$ cat src/rtl/gfd_pkg.sv
package gfd_pkg;

    localparam int unsigned PayloadLen = 8;
    localparam int unsigned IdxW       = $clog2(PayloadLen);

    localparam logic [7:0] StartByte  = 8'h0A;
    localparam logic [7:0] ByteOffset = 8'h20;
    localparam logic [7:0] Low6Mask   = 8'h3F;
    localparam logic [7:0] Low4Mask   = 8'h0F;
    localparam logic [7:0] RbHighMask = 8'h30;

    localparam logic [3:0] PhaseHunt  = 4'd0;
    localparam logic [3:0] PhaseFirst = 4'd1;
    localparam logic [3:0] PhaseCheck = 4'd9;

    typedef logic [PayloadLen-1:0][7:0] payload_t;

    // Framer status handed to the unpack stage.
    typedef struct packed {
        logic     good;
        logic     at_check;
        payload_t payload;
    } frame_stat_t;

endpackage

$ cat src/rtl/gfd_framer.sv
module gfd_framer
(
    input  logic                clk,
    input  logic                rst_n,
    input  logic                accept,
    input  logic [7:0]          rx_byte,
    output gfd_pkg::frame_stat_t stat
);

    logic [3:0]        phase_reg;
    logic [3:0]        phase_next;
    logic [7:0]        xor_reg;
    logic [7:0]        xor_next;
    gfd_pkg::payload_t store_reg;
    logic [7:0]        val;
    logic [gfd_pkg::IdxW-1:0] idx;
    logic              hunting;
    logic              in_payload;
    logic [3:0]        phase_minus1;

    assign val          = rx_byte - gfd_pkg::ByteOffset;
    assign phase_minus1 = phase_reg - gfd_pkg::PhaseFirst;
    assign idx          = phase_minus1[gfd_pkg::IdxW-1:0];
    assign hunting      = (phase_reg == gfd_pkg::PhaseHunt) || (phase_reg > gfd_pkg::PhaseCheck);
    assign in_payload   = !hunting && (phase_reg < gfd_pkg::PhaseCheck);

    always_comb
    begin
        phase_next = phase_reg;
        xor_next   = xor_reg;
        if (accept)
        begin
            if (hunting)
            begin
                if (rx_byte == gfd_pkg::StartByte)
                begin
                    phase_next = gfd_pkg::PhaseFirst;
                    xor_next   = 8'd0;
                end
                else
                begin
                    phase_next = gfd_pkg::PhaseHunt;
                end
            end
            else if (in_payload)
            begin
                phase_next = phase_reg + 4'd1;
                xor_next   = xor_reg ^ val;
            end
            else
            begin
                phase_next = gfd_pkg::PhaseHunt;
            end
        end
    end

    always_ff @(posedge clk or negedge rst_n)
    begin
        if (!rst_n)
        begin
            phase_reg <= gfd_pkg::PhaseHunt;
            xor_reg   <= 8'd0;
        end
        else
        begin
            phase_reg <= phase_next;
            xor_reg   <= xor_next;
        end
    end

    always_ff @(posedge clk)
    begin
        if (accept && in_payload)
        begin
            store_reg[idx] <= val;
        end
    end

    assign stat.at_check = (phase_reg == gfd_pkg::PhaseCheck);
    assign stat.good     = accept && stat.at_check && (val == xor_reg);
    assign stat.payload  = store_reg;

endmodule

$ cat src/rtl/gfd_unpack.sv
module gfd_unpack
(
    input  logic                 clk,
    input  logic                 rst_n,
    input  gfd_pkg::frame_stat_t stat,
    input  logic                 frame_ready,
    output logic                 frame_valid,
    output logic [15:0]          buttons,
    output logic [15:0]          pressed_mask,
    output logic [15:0]          released_mask,
    output logic [7:0]           left_axis_a,
    output logic [7:0]           left_axis_b,
    output logic [7:0]           right_axis_a,
    output logic [7:0]           right_axis_b
);

    logic        valid_reg;
    logic        valid_next;
    logic [15:0] last_buttons_reg;
    logic [15:0] btn_reg;
    logic [15:0] press_reg;
    logic [15:0] rel_reg;
    logic [7:0]  la_reg;
    logic [7:0]  lb_reg;
    logic [7:0]  ra_reg;
    logic [7:0]  rb_reg;

    logic [15:0] btn_next;
    logic [7:0]  la_next;
    logic [7:0]  lb_next;
    logic [7:0]  ra_next;
    logic [7:0]  rb_next;
    logic [7:0]  p0, p1, p2, p3, p4, p5, p6, p7;
    logic [7:0]  b0, b1, b2;

    assign p0 = stat.payload[0];
    assign p1 = stat.payload[1];
    assign p2 = stat.payload[2];
    assign p3 = stat.payload[3];
    assign p4 = stat.payload[4];
    assign p5 = stat.payload[5];
    assign p6 = stat.payload[6];
    assign p7 = stat.payload[7];

    assign b0 = p0 & gfd_pkg::Low6Mask;
    assign b1 = p1 & gfd_pkg::Low6Mask;
    assign b2 = p2 & gfd_pkg::Low4Mask;

    assign btn_next = {b2[3:0], b1[5:0], b0[5:0]};
    assign la_next  = p3 | (p4 << 6);
    assign lb_next  = (p4 >> 2) | (p5 << 4);
    assign ra_next  = (p5 >> 4) | (p6 << 2);
    assign rb_next  = p7 | ((p2 & gfd_pkg::RbHighMask) << 2);

    // A good frame only arrives when the result register is free or draining.
    assign valid_next = stat.good ? 1'b1 : (frame_ready ? 1'b0 : valid_reg);

    always_ff @(posedge clk or negedge rst_n)
    begin
        if (!rst_n)
        begin
            valid_reg        <= 1'b0;
            last_buttons_reg <= 16'd0;
        end
        else
        begin
            valid_reg <= valid_next;
            if (stat.good)
            begin
                last_buttons_reg <= btn_next;
            end
        end
    end

    always_ff @(posedge clk)
    begin
        if (stat.good)
        begin
            btn_reg   <= btn_next;
            press_reg <= btn_next & ~last_buttons_reg;
            rel_reg   <= ~btn_next & last_buttons_reg;
            la_reg    <= la_next;
            lb_reg    <= lb_next;
            ra_reg    <= ra_next;
            rb_reg    <= rb_next;
        end
    end

    assign frame_valid   = valid_reg;
    assign buttons       = btn_reg;
    assign pressed_mask  = press_reg;
    assign released_mask = rel_reg;
    assign left_axis_a   = la_reg;
    assign left_axis_b   = lb_reg;
    assign right_axis_a  = ra_reg;
    assign right_axis_b  = rb_reg;

endmodule

$ cat src/rtl/gamepad_frame_decoder.sv
// Gamepad frame decoder.
// The rx channel (rx_valid, rx_ready, rx_byte) takes one received serial word
// per cycle. The block hunts for the start byte, collects eight payload bytes
// and a check byte, and on a good check presents one frame word on the frame
// channel (frame_valid, frame_ready) with the button bits, press and release
// edge masks against the previous good frame, and four stick axes.
// Bad frames are dropped and produce nothing.
// Throughput: one rx word per cycle. Latency: the frame word is valid in the
// cycle after its check byte is accepted; the framer and unpack logic sit
// between the framer state registers and the result register.
// When the receiver stalls, the result register holds its word; rx words are
// still taken, except a check byte, which waits until the result register is
// free or being drained in the same cycle.
// Reset clears the framer to hunting, the running check and the previous
// button state; no frame word is valid after reset.
module gamepad_frame_decoder
(
    input  logic        clk,
    input  logic        rst_n,
    input  logic        rx_valid,
    output logic        rx_ready,
    input  logic [7:0]  rx_byte,
    output logic        frame_valid,
    input  logic        frame_ready,
    output logic [15:0] buttons,
    output logic [15:0] pressed_mask,
    output logic [15:0] released_mask,
    output logic [7:0]  left_axis_a,
    output logic [7:0]  left_axis_b,
    output logic [7:0]  right_axis_a,
    output logic [7:0]  right_axis_b
);

    gfd_pkg::frame_stat_t stat;
    logic                 accept;

    assign rx_ready = !stat.at_check || !frame_valid || frame_ready;
    assign accept   = rx_valid && rx_ready;

    gfd_framer u_framer
    (
        .clk     (clk),
        .rst_n   (rst_n),
        .accept  (accept),
        .rx_byte (rx_byte),
        .stat    (stat)
    );

    gfd_unpack u_unpack
    (
        .clk           (clk),
        .rst_n         (rst_n),
        .stat          (stat),
        .frame_ready   (frame_ready),
        .frame_valid   (frame_valid),
        .buttons       (buttons),
        .pressed_mask  (pressed_mask),
        .released_mask (released_mask),
        .left_axis_a   (left_axis_a),
        .left_axis_b   (left_axis_b),
        .right_axis_a  (right_axis_a),
        .right_axis_b  (right_axis_b)
    );

`ifndef SYNTHESIS
    a_no_overwrite: assert property (@(posedge clk) disable iff (!rst_n)
        stat.good |-> (!frame_valid || frame_ready))
        else $error("good frame would overwrite an unread result");

    a_good_shows: assert property (@(posedge clk) disable iff (!rst_n)
        stat.good |=> frame_valid)
        else $error("good frame did not reach the result register");

    a_masks_disjoint: assert property (@(posedge clk) disable iff (!rst_n)
        frame_valid |-> ((pressed_mask & released_mask) == 16'd0))
        else $error("press and release masks overlap");

    a_press_subset: assert property (@(posedge clk) disable iff (!rst_n)
        frame_valid |-> ((pressed_mask & ~buttons) == 16'd0))
        else $error("pressed mask marks a released button");
`endif

endmodule

$ cat config.mk
export PLATFORM = sky130hd
export DESIGN_NAME = gamepad_frame_decoder
export DESIGN_NICKNAME = d
export VERILOG_FILES = /design/src/rtl/gfd_pkg.sv /design/src/rtl/gfd_framer.sv /design/src/rtl/gfd_unpack.sv /design/src/rtl/gamepad_frame_decoder.sv
export SDC_FILE = /design/constraint.sdc
export NUM_CORES = 1
export LEC_CHECK = 0
export BUFFER_PORTS_ARGS = -buffer_cell sky130_fd_sc_hd__buf_2
export CAP_MARGIN = 20
export CORE_MARGIN = 3
export CORE_UTILIZATION = 50
export DETAILED_ROUTE_END_ITERATION = 10
export GPL_ROUTABILITY_DRIVEN = 0
export GPL_TIMING_DRIVEN = 0
export PLACE_DENSITY = 0.79
export SLEW_MARGIN = 5
export SYNTH_ARGS = -nofsm -noshare
export SYNTH_HDL_FRONTEND = slang
export SYNTH_SLANG_ARGS = --single-unit
$ cat constraint.sdc
create_clock -name clk -period 15.15 [get_ports clk]
set_input_delay 0.7575 -clock clk [delete_from_list [all_inputs] [get_ports clk]]
set_output_delay 0.7575 -clock clk [all_outputs]
set_load 0.005 [all_outputs]
==> impl_metrics.toml <==
[status]
status = "finished, final reports clean"

[timing]
finalCritPeriodShare = 0.225
period_needed_ns = 3.40
setup_viol = 0
tns_ns = 0
hold_viol = 0
max_freq_mhz = 294
clock_skew_ns = 0.0120
slew_headroom = 0.362
rsz0062_at_grt = "no"
holdWs_ns = 0.414
drv_slew = 0
tightest_slew_ns = 0.950

[logic_synthesis]
synth_cell_types = 40
avgSynthCellArea_um2 = 18.8
synth_edf_count = 136
async_reset_ff_frac = 0.176
netlist_instances = 315
ys_seq_area_frac = 0.811
synth_top_area_frac = 0.689
synth_seq_cells = 165
syn-num-nets = 332
netlist_area_um2 = 5930
synth_area_leader_cell = "edfxtp_1"
synthTopCellsByArea = "edfxtp_1 (69%), dfrtp_1 (12%), nor2b_1 (3.4%)"
ys_warn_count = 0
synth_top_flop_cell = "edfxtp_1"

[worst_setup_path]
worst_setup_path_end_kind = "flip-flop"
cp_top_family = "simple AND/OR/NAND/NOR gates"
start_kind = "primary input"
required_ns = 15.26
cp.buffers_inverters = 4
max_stage_delay_ns = 0.63
crit_arrival_ns = 3.51
crit_type = "in2reg"
path_cells = "buf_2 > inv_1 > ha_1 > xor2_1 > nand4_1 > or4_1 > nor2_4 > buf_12 > buf_12"
crit_slowest_cell = "or4_1"
cp_common_cell = "buf_12"
crit_fanout = 37

[job]
drv_cap = 0

[pwr]
cellPowerDensity_nw_per_um2 = 161
ir_worst_vdd_mv = 0.0974
p_leak_nw = 2.69

[global_route]
first_global_vias = 3228
grt_usage = 0.171
grt.overflow.total = 0
antenna_found_initial = 0
grt_max_degree = 38
grt_pass1_wl_um = 16900

[layout]
layout_commonest_cell = "edfxtp_1"
layout-drive-gt1-share = 0.378
diodes = 0
mostFrequentLayoutCells = "edfxtp_1 (136), buf_2 (94), nor2b_1 (32)"
seqCellArea_um2 = 4810
finalNonFillerCells = 590
n_fill_cell = 773
finalNetCount = 451
multi_input_area_um2 = 1090
largest_reg_flops = 56
syn_to_final_growth_pct = 22.7

[floorplanning]
die_w_um = 115
rows = 39
die-area_um2 = 13200
die_h_um = 115
start_util = 0.515
core-area_um2 = 11500
io_pins = 94

[clocking]
cts_tree = "done"
htree_levels = 4
numClockSinks = 165
cts-resized-gates = 0
clk_pin_slew_ns = 0.06
cts_buffer_depth = 2
root_buffer = "clkbuf_16"
ctsHoldBuffers = 0
cts_setup_buffers = 0
clock_latency_ns = 0.41
cts_buffers = 17

[placement]
io_buffers = 93
placedCellCount = 558
post-dp-hpwl_um = 7020

[route]
route.detailed.drc = 0
via_per_inst = 5.32
route.vias.total = 3137
drt_iter0_drc = 331
first_pass_iters = 4
wire_per_inst_um = 18.4
ant_nets = 0
routed_wl_um = 10800

[min_path]
hold_class = "in2async"
==> through the flow <==
stage / setup slack, ns / utilization / power, mW / instance area [um^2]
finish: 11.75 / 0.632 / 1.17 / 7270
floorplan: 9.22 / - / 0.691 / 5930
CTS: 11.76 / 0.632 / 1.17 / 7270
global route: 11.50 / 0.632 / 1.21 / 7270
detailed placement: 11.34 / 0.580 / 0.748 / 6680
global placement: 7.73 / 0.571 / 0.724 / 6570
==> cell families after synthesis <==
family,synth area share
buffers and inverters,0.0103
adder cells (fa/ha/maj),0.0106
AO/OA/AOI/OAI,0.0380
multiplexers,0.0304
XOR/XNOR,0.0188
flip-flops,0.811
AND/OR/NAND/NOR,0.0806
==> report_power, final <==
part | internal (mW) | switching [mW]
registers | 0.545 | 0.0264
clock network | 0.259 | 0.164
logic | 0.0605 | 0.115
total | 0.864 | 0.305
==> cells in the mapped netlist (2+ instances only) <==
master	n
clkbuf_1	2
nand2b_1	9
edfxtp_1	136
mux2_2	16
nor2_1	2
nor4_1	6
nand4_1	2
inv_1	7
nor2b_1	32
buf_6	2
a21oi_1	3
nor4b_1	2
nor3_1	2
nand2_1	5
xor2_1	5
a31oi_1	14
dfrtp_1	29
xnor2_1	5
or2_2	9
ha_1	5
o21ai_0	3
==> path summary, 6_finish.rpt <==
check	startpoint	endpoint	slack [ns]	cells past startpoint
setup / recovery	rx_byte[5]	u_unpack.left_axis_b[0]	11.75	9
hold / removal	rst_n	u_unpack.last_buttons_reg[10]	0.41	1
setup reg to reg	u_framer.phase_reg[0]	u_framer.stat[18]	11.77	7
hold reg to reg	u_framer.stat[27]	u_unpack.left_axis_a[3]	0.42	0
max in group asynchronous	rst_n	u_framer.xor_reg[6]	14.25	1
min in group clk	u_framer.stat[27]	u_unpack.left_axis_a[3]	0.42	0
==> per-layer routing <==
layer  vias to the layer above  global-route usage  share of wire
li1                       1437                   -              -
met3                        14              0.0547          0.066
met2                       129               0.292           0.51
met1                      1557               0.205           0.41
met4                         0              0.0603          0.013
met5                         -                   0              0
==> final cells by class <==
| cell class | instances | share of cell area |
|---|---|---|
| sequential | 165 | 0.661 |
| clock buffer | 19 | 0.0595 |
| buffer | 5 | 0.00482 |
| clock inverter | 13 | 0.0217 |
| tap | 143 | 0.0246 |
| inverter | 7 | 0.00361 |
| multi-input combinational | 138 | 0.150 |
| timing repair buffer | 100 | 0.0747 |
No activity file was read; power rests on OpenSTA's default activity.
